<file path="src/rtl/core/stc_pkg.sv">
`timescale 1ns / 1ps
`default_nettype none
// ----------------------------------------------------------------------------
// stc_pkg
// shared constants, register codes and field widths of the stick to cursor block
// ----------------------------------------------------------------------------
package stc_pkg;

    // fraction bits of the fixed point factors
    localparam int FRAC_BITS_DEF = 8;

    // field widths
    localparam int AXIS_W   = 16;
    localparam int DELTA_W  = AXIS_W + 1;
    localparam int TRIG_W   = 8;
    localparam int DZ_W     = 15;
    localparam int CTL_W    = 6;
    localparam int MAXF_W   = 14;
    localparam int SPEED_W  = 16;
    localparam int SCREEN_W = 14;
    localparam int SQ_W     = 2 * AXIS_W;

    // configuration port
    localparam int CFG_W = 16;
    localparam int IDX_W = 3;

    typedef enum logic [IDX_W-1:0] {
        REG_CENTER_X     = 3'd0,
        REG_CENTER_Y     = 3'd1,
        REG_DEADZONE     = 3'd2,
        REG_CONTROL      = 3'd3,
        REG_ACC_PEAK     = 3'd4,
        REG_BRAKE_MAX    = 3'd5,
        REG_GAIN         = 3'd6,
        REG_SCREEN_WIDTH = 3'd7
    } t_reg_idx;

    // control register fields
    localparam int CTL_LROLE_LSB = 0;
    localparam int CTL_RROLE_LSB = 2;
    localparam int CTL_EXP       = 4;
    localparam int CTL_ON        = 5;

    localparam logic [1:0] ROLE_ACCEL = 2'd1;
    localparam logic [1:0] ROLE_BRAKE = 2'd2;

    // reset values
    localparam logic [AXIS_W-1:0]   CENTER_RST       = '0;
    localparam logic [DZ_W-1:0]     DEADZONE_RST     = '0;
    localparam logic [CTL_W-1:0]    CONTROL_RST      = 6'd32;
    localparam logic [MAXF_W-1:0]   ACC_PEAK_RST     = 14'd256;
    localparam logic [MAXF_W-1:0]   BRAKE_MAX_RST    = 14'd256;
    localparam logic [SPEED_W-1:0]  GAIN_RST         = 16'd256;
    localparam logic [SCREEN_W-1:0] SCREEN_WIDTH_RST = 14'd1920;

    // trigger full scale
    localparam logic [TRIG_W-1:0] TRIG_FULL = 8'd255;

    // exponent of the power curve: t * 65536 / 255 equals t * 257 below full scale
    localparam int N_ROOTS = 16;
    localparam logic [N_ROOTS-1:0] EXP_STEP = 16'd257;
    localparam int Q_INT = 20;

    // floor(v / 255) as (v * DIV255_MUL) >> DIV255_SHIFT, exact for v below 2^25
    localparam int DIV255_W     = 27;
    localparam int DIV255_SHIFT = 34;
    localparam logic [DIV255_W-1:0] DIV255_MUL = 27'd67372037;

    // quotient bits kept before saturation
    localparam int QUOT_BITS = 17;

endpackage
`default_nettype wire

</file>
<file path="src/rtl/core/stc_roots.sv">
`timescale 1ns / 1ps
`default_nettype none
// ----------------------------------------------------------------------------
// stc_roots
// repeated square roots of the accel maximum, one result bit per cycle
// ----------------------------------------------------------------------------
module stc_roots #(
    parameter int FRAC_BITS = stc_pkg::FRAC_BITS_DEF,
    parameter int AMW       = 14,
    parameter int RW        = 26
) (
    input  logic                              i_clk,
    input  logic                              i_rst_n,
    input  logic                              i_start,
    input  logic [AMW-1:0]                    i_amax,
    output logic                              o_busy,
    output logic [stc_pkg::N_ROOTS-1:0][RW-1:0] o_roots
);
    import stc_pkg::*;

    localparam int SW = (RW + Q_INT + 1) / 2;
    localparam int VW = 2 * SW;
    localparam int CW = (SW > 1) ? $clog2(SW) : 1;
    localparam int KW = $clog2(N_ROOTS);

    typedef enum logic [1:0] {ST_IDLE, ST_LOAD, ST_INIT, ST_STEP} t_state;

    t_state            r_state;
    logic [RW-1:0]     r_cur;
    logic [VW-1:0]     r_rem;
    logic [VW-1:0]     r_res;
    logic [VW-1:0]     r_bit;
    logic [CW-1:0]     r_step;
    logic [KW-1:0]     r_k;
    logic [N_ROOTS-1:0][RW-1:0] r_roots;

    logic [VW-1:0]     w_trial;
    logic              w_take;

    assign w_trial = r_res + r_bit;
    assign w_take  = (r_rem >= w_trial);

    always_ff @(posedge i_clk) begin
        if (!i_rst_n) begin
            r_state <= ST_LOAD;
            r_k     <= '0;
        end else if (i_start) begin
            r_state <= ST_LOAD;
        end else begin
            unique case (r_state)
                ST_IDLE: begin
                    r_state <= ST_IDLE;
                end
                ST_LOAD: begin
                    r_cur   <= RW'(i_amax) << (Q_INT - FRAC_BITS);
                    r_k     <= '0;
                    r_state <= ST_INIT;
                end
                ST_INIT: begin
                    r_rem   <= VW'({r_cur, {Q_INT{1'b0}}});
                    r_res   <= '0;
                    r_bit   <= VW'(1) << (VW - 2);
                    r_step  <= '0;
                    r_state <= ST_STEP;
                end
                ST_STEP: begin
                    if (w_take) begin
                        r_rem <= r_rem - w_trial;
                        r_res <= (r_res >> 1) + r_bit;
                    end else begin
                        r_res <= r_res >> 1;
                    end
                    r_bit  <= r_bit >> 2;
                    r_step <= r_step + CW'(1);
                    if (r_step == CW'(SW - 1)) begin
                        if (r_k != KW'(N_ROOTS - 1)) begin
                            r_state <= ST_INIT;
                        end else begin
                            r_state <= ST_IDLE;
                        end
                    end
                end
                default: begin
                    r_state <= ST_IDLE;
                end
            endcase
            // root done: store it and start the next one from it
            if (r_state == ST_STEP && r_step == CW'(SW - 1)) begin
                if (w_take) begin
                    r_roots[r_k] <= RW'((r_res >> 1) + r_bit);
                    r_cur        <= RW'((r_res >> 1) + r_bit);
                end else begin
                    r_roots[r_k] <= RW'(r_res >> 1);
                    r_cur        <= RW'(r_res >> 1);
                end
                if (r_k != KW'(N_ROOTS - 1)) begin
                    r_k <= r_k + KW'(1);
                end
            end
        end
    end

    assign o_busy  = (r_state != ST_IDLE);
    assign o_roots = r_roots;

endmodule
`default_nettype wire

</file>
<file path="config.mk">
export PLATFORM = sky130hd
export DESIGN_NAME = stc_roots
export DESIGN_NICKNAME = d
export VERILOG_FILES = /design/src/rtl/core/stc_pkg.sv /design/src/rtl/core/stc_roots.sv
export SDC_FILE = /design/constraint.sdc
export NUM_CORES = 1
export LEC_CHECK = 0
export BUFFER_PORTS_ARGS = -buffer_cell sky130_fd_sc_hd__buf_4
export CAP_MARGIN = 20
export CORE_MARGIN = 10
export CORE_UTILIZATION = 32
export CTS_CLUSTER_SIZE = 30
export DETAILED_ROUTE_END_ITERATION = 7
export SLEW_MARGIN = 0
export SYNTH_ARGS = -nofsm -noshare
export SYNTH_HDL_FRONTEND = slang
export SYNTH_SLANG_ARGS = --single-unit
</file>
<file path="constraint.sdc">
create_clock -name i_clk -period 8.6 [get_ports i_clk]
set_input_delay 1.72 -clock i_clk [delete_from_list [all_inputs] [get_ports i_clk]]
set_output_delay 1.72 -clock i_clk [all_outputs]
set_load 0.03 [all_outputs]
</file>
# Word-level counts from Yosys, hierarchy flattened
# Index checks and enable logic that the tools add are counted.
# classes
addsub	5
order_cmp	3
n_eq_ne	7
mux	20
n_bitwise	2
n_reduce_logical	11
# op_table
operator	n
$bwmux 416	2
$mux 416	1
$pmux 46 s2	3
$demux 26 s4	1
$mux 26	4
$mux 46	2
$add 45x46->46	1
$add 46x46->46	1
$ge 46x46->1	1
$sub 46x46->46	1
$mux 4	3
$pmux 5 s2	1
$reduce_and 3->1	3
$pmux 2 s4	1
$reduce_bool 2->1	3
$add 5x1->5 const B	1
$eq 5x5->1 const B	1
$lt 4x5->1 const B	1
$add 4x1->4 const B	1
$eq 2x2->1 const B	2
$ge 4x1->1 const B	1
$mux 2	2
$ne 2x2->1 const B	2
$ne 4x4->1 const B	1
6 further kinds	8
# totals
reg_bits	591
input_bits	17

# Logic depth before layout (Yosys ltp)
# depth
word_depth	6
ltp_mapped	24

# Least setup slack after synthesis
# OpenSTA, ideal clock, no wires.
# synth_timing
kind	reg2reg
start	reg r_res[6]
end	reg r_rem[0] (enable)
setup_ps	520
t_arrival_ps	7960
t_required_ps	8080
slack_ps	120
stages_incl_launch_ff	23
synth_period_minus_slack_ps	8480
path_cell_list	edfxtp_1 ha_1 nand4_1 o31ai_1 nor3_1 o31ai_1 a21oi_1 o21bai_1 clkbuf_1 a41oi_1 xor2_1 ha_1 clkbuf_1 nand4_1 nor4_1 nand4_1 o211ai_1 a221o_1 a31oi_4 buf_2 buf_2 buf_2 a21boi_0
# synth_via
elab_chain_cells	4
# synth_lines
item	line	rtl
from (decl)	stc_roots.sv:31	logic [VW-1:0] r_res;
from (signal assigned)	stc_roots.sv:69	r_res <= (r_res >> 1) + r_bit;
from (signal assigned)	stc_roots.sv:71	r_res <= r_res >> 1;
$add 46x46->46	stc_roots.sv:40	assign w_trial = r_res + r_bit;
$ge 46x46->1	stc_roots.sv:41	assign w_take = (r_rem >= w_trial);
$ne 2x2->1 (no line)	--	
$reduce_and 4->1 (no line)	--	
to (signal assigned)	stc_roots.sv:60	r_rem <= VW'({r_cur, {Q_INT{1'b0}}});
to (signal assigned)	stc_roots.sv:68	r_rem <= r_rem - w_trial;
to (decl)	stc_roots.sv:30	logic [VW-1:0] r_rem;
# No other way between the ends.
# A chain may end at the register's enable or synchronous reset.

# Final worst setup path
# layout_timing
start	reg r_res[8]
end	reg r_cur[22] (data pin)
# layout_via
elab_chain_cells	4
elab_cells_between_ends	5
cone_classes	add/sub (2); order compare (1); mux (2)
# layout_lines
item	line	rtl
$add 46x46->46	stc_roots.sv:40	
$ge 46x46->1	stc_roots.sv:41	
$mux 26 (*)	stc_roots.sv:89	if (w_take) begin
$mux 26 (*)	stc_roots.sv:88	if (r_state == ST_STEP && r_step == CW'(SW - 1)) begin
to (signal assigned)	stc_roots.sv:55	r_cur <= RW'(i_amax) << (Q_INT - FRAC_BITS);
to (signal assigned)	stc_roots.sv:91	r_cur <= RW'((r_res >> 1) + r_bit);
to (signal assigned)	stc_roots.sv:94	r_cur <= RW'(r_res >> 1);
to (decl)	stc_roots.sv:29	logic [RW-1:0] r_cur;
# Every way passes the cells marked *; elsewhere a longest branch is shown, timed or not.

==> metrics <==
Vias=21900; mapped cell area=27800 µm²; first-pass GRT wire length=152 mm; PortBufs=433; # rows=108; placed cells=3870; clk buf depth=3; CP delay by family, top=compound AO/OA/AOI/OAI gates; Post-synth EDFFs=562; Hold Path Class=reg -> reg; f_max=145 MHz; worst path required time=8.92 ns; final worst-path cycle share=80.4%; most used cell, CP=nand4_1; sequential-to-total area share from yosys stat=61.1%; CP endpoint=r_cur[22]$_DFFE_PP_; Antenna Diode Count=0; Sink Count=568; static leakage=0.0128 µW; die height=315 µm; H-tree depth=2; cell taking the most area after synthesis=edfxtp_1; DRC Markers=0; Slew headroom=23.2%; Reg2Reg Setup Slack=1.69 ns; Reg clk slew, reported paths=0.07 ns; ys async rst share=0%; Bufs and invs on worst path=1; largest net degree at the start of global routing=58; GRT Overall Usage=20.7%; DR pass1 iterations=6; Critical Path Fanout Max=18; clk_lat worst skew=0.67 ns; Mean Syn Cell Area=11.6 µm²; Core ar.=86500 µm²; share of layout cells above drive strength 1=24.2%; Syn Inst Count=2393; clk_skew=0.0793 ns; cts hold-fix bufs=0; Setup TNS=0 ns; r2r endpoint=r_cur[22]$_DFFE_PP_; crit-path max cell delay=0.88 ns; power density cells=179 nW/µm²; Total Die Area=99200 µm²; Slew @ Worst Pin=1.12 ns; Hold Fails Final Rpt=0; Critical R2R Launch=r_res[8]$_SDFFCE_PN0P_; gpl congestion=0.908; number of global-route vias before repair=20800; number of distinct library cells after synthesis=82; initial DRC count=2455; Slew Limit Fails=0; Die W=315 µm; initial core utilization=32.2%; num ports=434; critical-path cell list=ha_1, nand4_1, o31ai_1, nor3_1, o31ai_1, a21oi_1, o21bai_1, buf_4, a21oi_1, a2111oi_0, ha_1, nand4_1, nor4_1, nand4_1, o211ai_1, a221o_1, a31o_4, mux2i_4, o21ai_0; gr ovfl total=0; Wirelength per Cell=27.0 µm; Crit. Startpoint=r_res[8]$_SDFFCE_PN0P_; DRT antenna net count=0; WP data arrival=7.23 ns; top post-synthesis cells by area=edfxtp_1, a21oi_1, nor2_1; Main synth FF type=edfxtp_1; total wire length=108 mm; Post-DP HPWL=75.9 mm; minimum clock period=6.91 ns; Worst Reg-to-Reg Cells=19; # Post-CTS Setup Buffers=0; Critical Path Sink Type=flip-flop; post_cts resized=0; VDD IR max=0.000190 V; top cell type's share of synthesized area=60.6%; Startpoint Class=flip-flop; Synth Register Bits=568; number of cells on the critical path=19; Worst Setup Path Type=reg -> reg; Root Driver=clkbuf_16; Util after Layout=39.7%; Max-Cap Viols=0; DR vias/cell=5.51; Layout area overhead=23.4%; Layout Cells excl Fill=3986; status=finished, final reports clean; CTS buffer count=61; yosys warns=0; endpoints failing setup=0; initial antenna violation count=1; RSZ-0062 raised after global routing=no; Synth Net Count=2511; nets=2898; CTS tree=yes; CP max stage cell=mux2i_4
## how the worst min path moves through the flow
| stage | start | end | slack, ns | depth (start not counted) |
|---|---|---|---|---|
| 6_report | r_cur[0]$_SDFFCE_PN0P_ | r_rem[20]$_DFFE_PP_ | 0.54 | 2 |
| 3_5_place_dp | r_cur[0]$_SDFFCE_PN0P_ | r_rem[20]$_DFFE_PP_ | 0.53 | 2 |
| 5_1_grt | r_cur[12]$_DFFE_PP_ | r_rem[32]$_DFFE_PP_ | 0.57 | 2 |
| 4_1_cts | r_cur[12]$_DFFE_PP_ | r_rem[32]$_DFFE_PP_ | 0.55 | 2 |
| 3_3_place_gp | r_cur[0]$_SDFFCE_PN0P_ | r_rem[20]$_DFFE_PP_ | 0.51 | 2 |
| 2_1_floorplan | r_cur[13]$_DFFE_PP_ | r_rem[33]$_DFFE_PP_ | 0.49 | 2 |
## per-layer routing
layer	up-vias	wire [µm]	part of all wire [%]	global-route usage, %
met5	-	0	0	0
met4	0	3600	3.3	6.60
met3	161	10200	9.5	5.62
met2	1037	51400	48	33.7
met1	11100	42600	40	26.5
li1	9651	-	-	-
## layout make-up
cell class	count	area (µm²)
Fill cell	8360	52100
Sequential cell	568	17000
Multi-Input combinational cell	1614	9920
Timing Repair Buffer	491	3720
Clock buffer	67	1550
Tap cell	1155	1450
Clock inverter	47	549
Inverter	44	166
## placed cells by master, fill, tap and decap left out, drive strengths merged, types with 14 or more instances in the layout
cell	n
buf	491
o21ai	117
edfxtp	562
nor2	365
nor2b	14
or3	21
a21oi	301
xor2	55
a211oi	17
nand2	167
o21bai	24
nand2b	14
inv	45
nand4	40
clkinv	32
nor3	27
clkbuf	67
nand3	39
xnor2	41
ha	100
mux2i	19
a21o	23
a31oi	48
and3	31
## Yosys cell counts, types with 21 or more instances
cell type / count
inv_1: 44
a31oi_1: 47
a21oi_1: 291
nor2_1: 344
buf_2: 32
clkbuf_1: 107
and3_1: 31
nand3_1: 38
nand4_1: 40
edfxtp_1: 562
xnor2_1: 41
nand2_1: 167
o21bai_1: 24
nor2_2: 21
xor2_1: 55
o21ai_0: 105
nor3_1: 27
a21o_1: 23
ha_1: 100
or3_1: 21
## power by group
group / internal [µW] / switching (µW)
Sequential: 3030 / 14.5
Clock: 1580 / 1180
Combinational: 108 / 240
Total: 4710 / 1430
## sequential cells by signal (all words and copies together), names as in the netlist
name     flops
r_rem       46
r_cur       26
o_roots    416
r_res       46
r_k          4
r_state      2
r_bit       23
r_step       5
## cell families after synthesis
group	synth area share (%)
AOI/OAI and AO/OA	13.7
and+or+nand+nor	12.6
adders and majority gates	4.57
buffers and inverters	3.64
muxes	1.39
DFF	61.1
xor gates and xnor gates	3.02
## worst register-to-register path, cell delays in order, from the launching register on
cell and delay, ns:
edfxtp_1 0.51, ha_1 0.41, nand4_1 0.09, o31ai_1 0.44, nor3_1 0.12, o31ai_1 0.40
a21oi_1 0.24, o21bai_1 0.19, buf_4 0.22, a21oi_1 0.09, a2111oi_0 0.49, ha_1 0.40
nand4_1 0.18, nor4_1 0.48, nand4_1 0.17, o211ai_1 0.18, a221o_1 0.31, a31o_4 0.53
mux2i_4 0.91, o21ai_0 0.22
## metrics by stage
step | cell area, µm² | hold WS [ns] | setup WS [ns] | power (µW)
3_3_place_gp | 32200 | 0.509 | 1.78 | 3440
4_1_cts | 34300 | 0.545 | 1.74 | 6160
6_report | 34300 | 0.542 | 1.69 | 6150
3_5_place_dp | 32200 | 0.527 | 1.77 | 3440
2_1_floorplan | 27800 | 0.495 | 0.120 | 3330
5_1_grt | 34300 | 0.567 | 1.17 | 6300
Power figures use the tool's default switching activity.
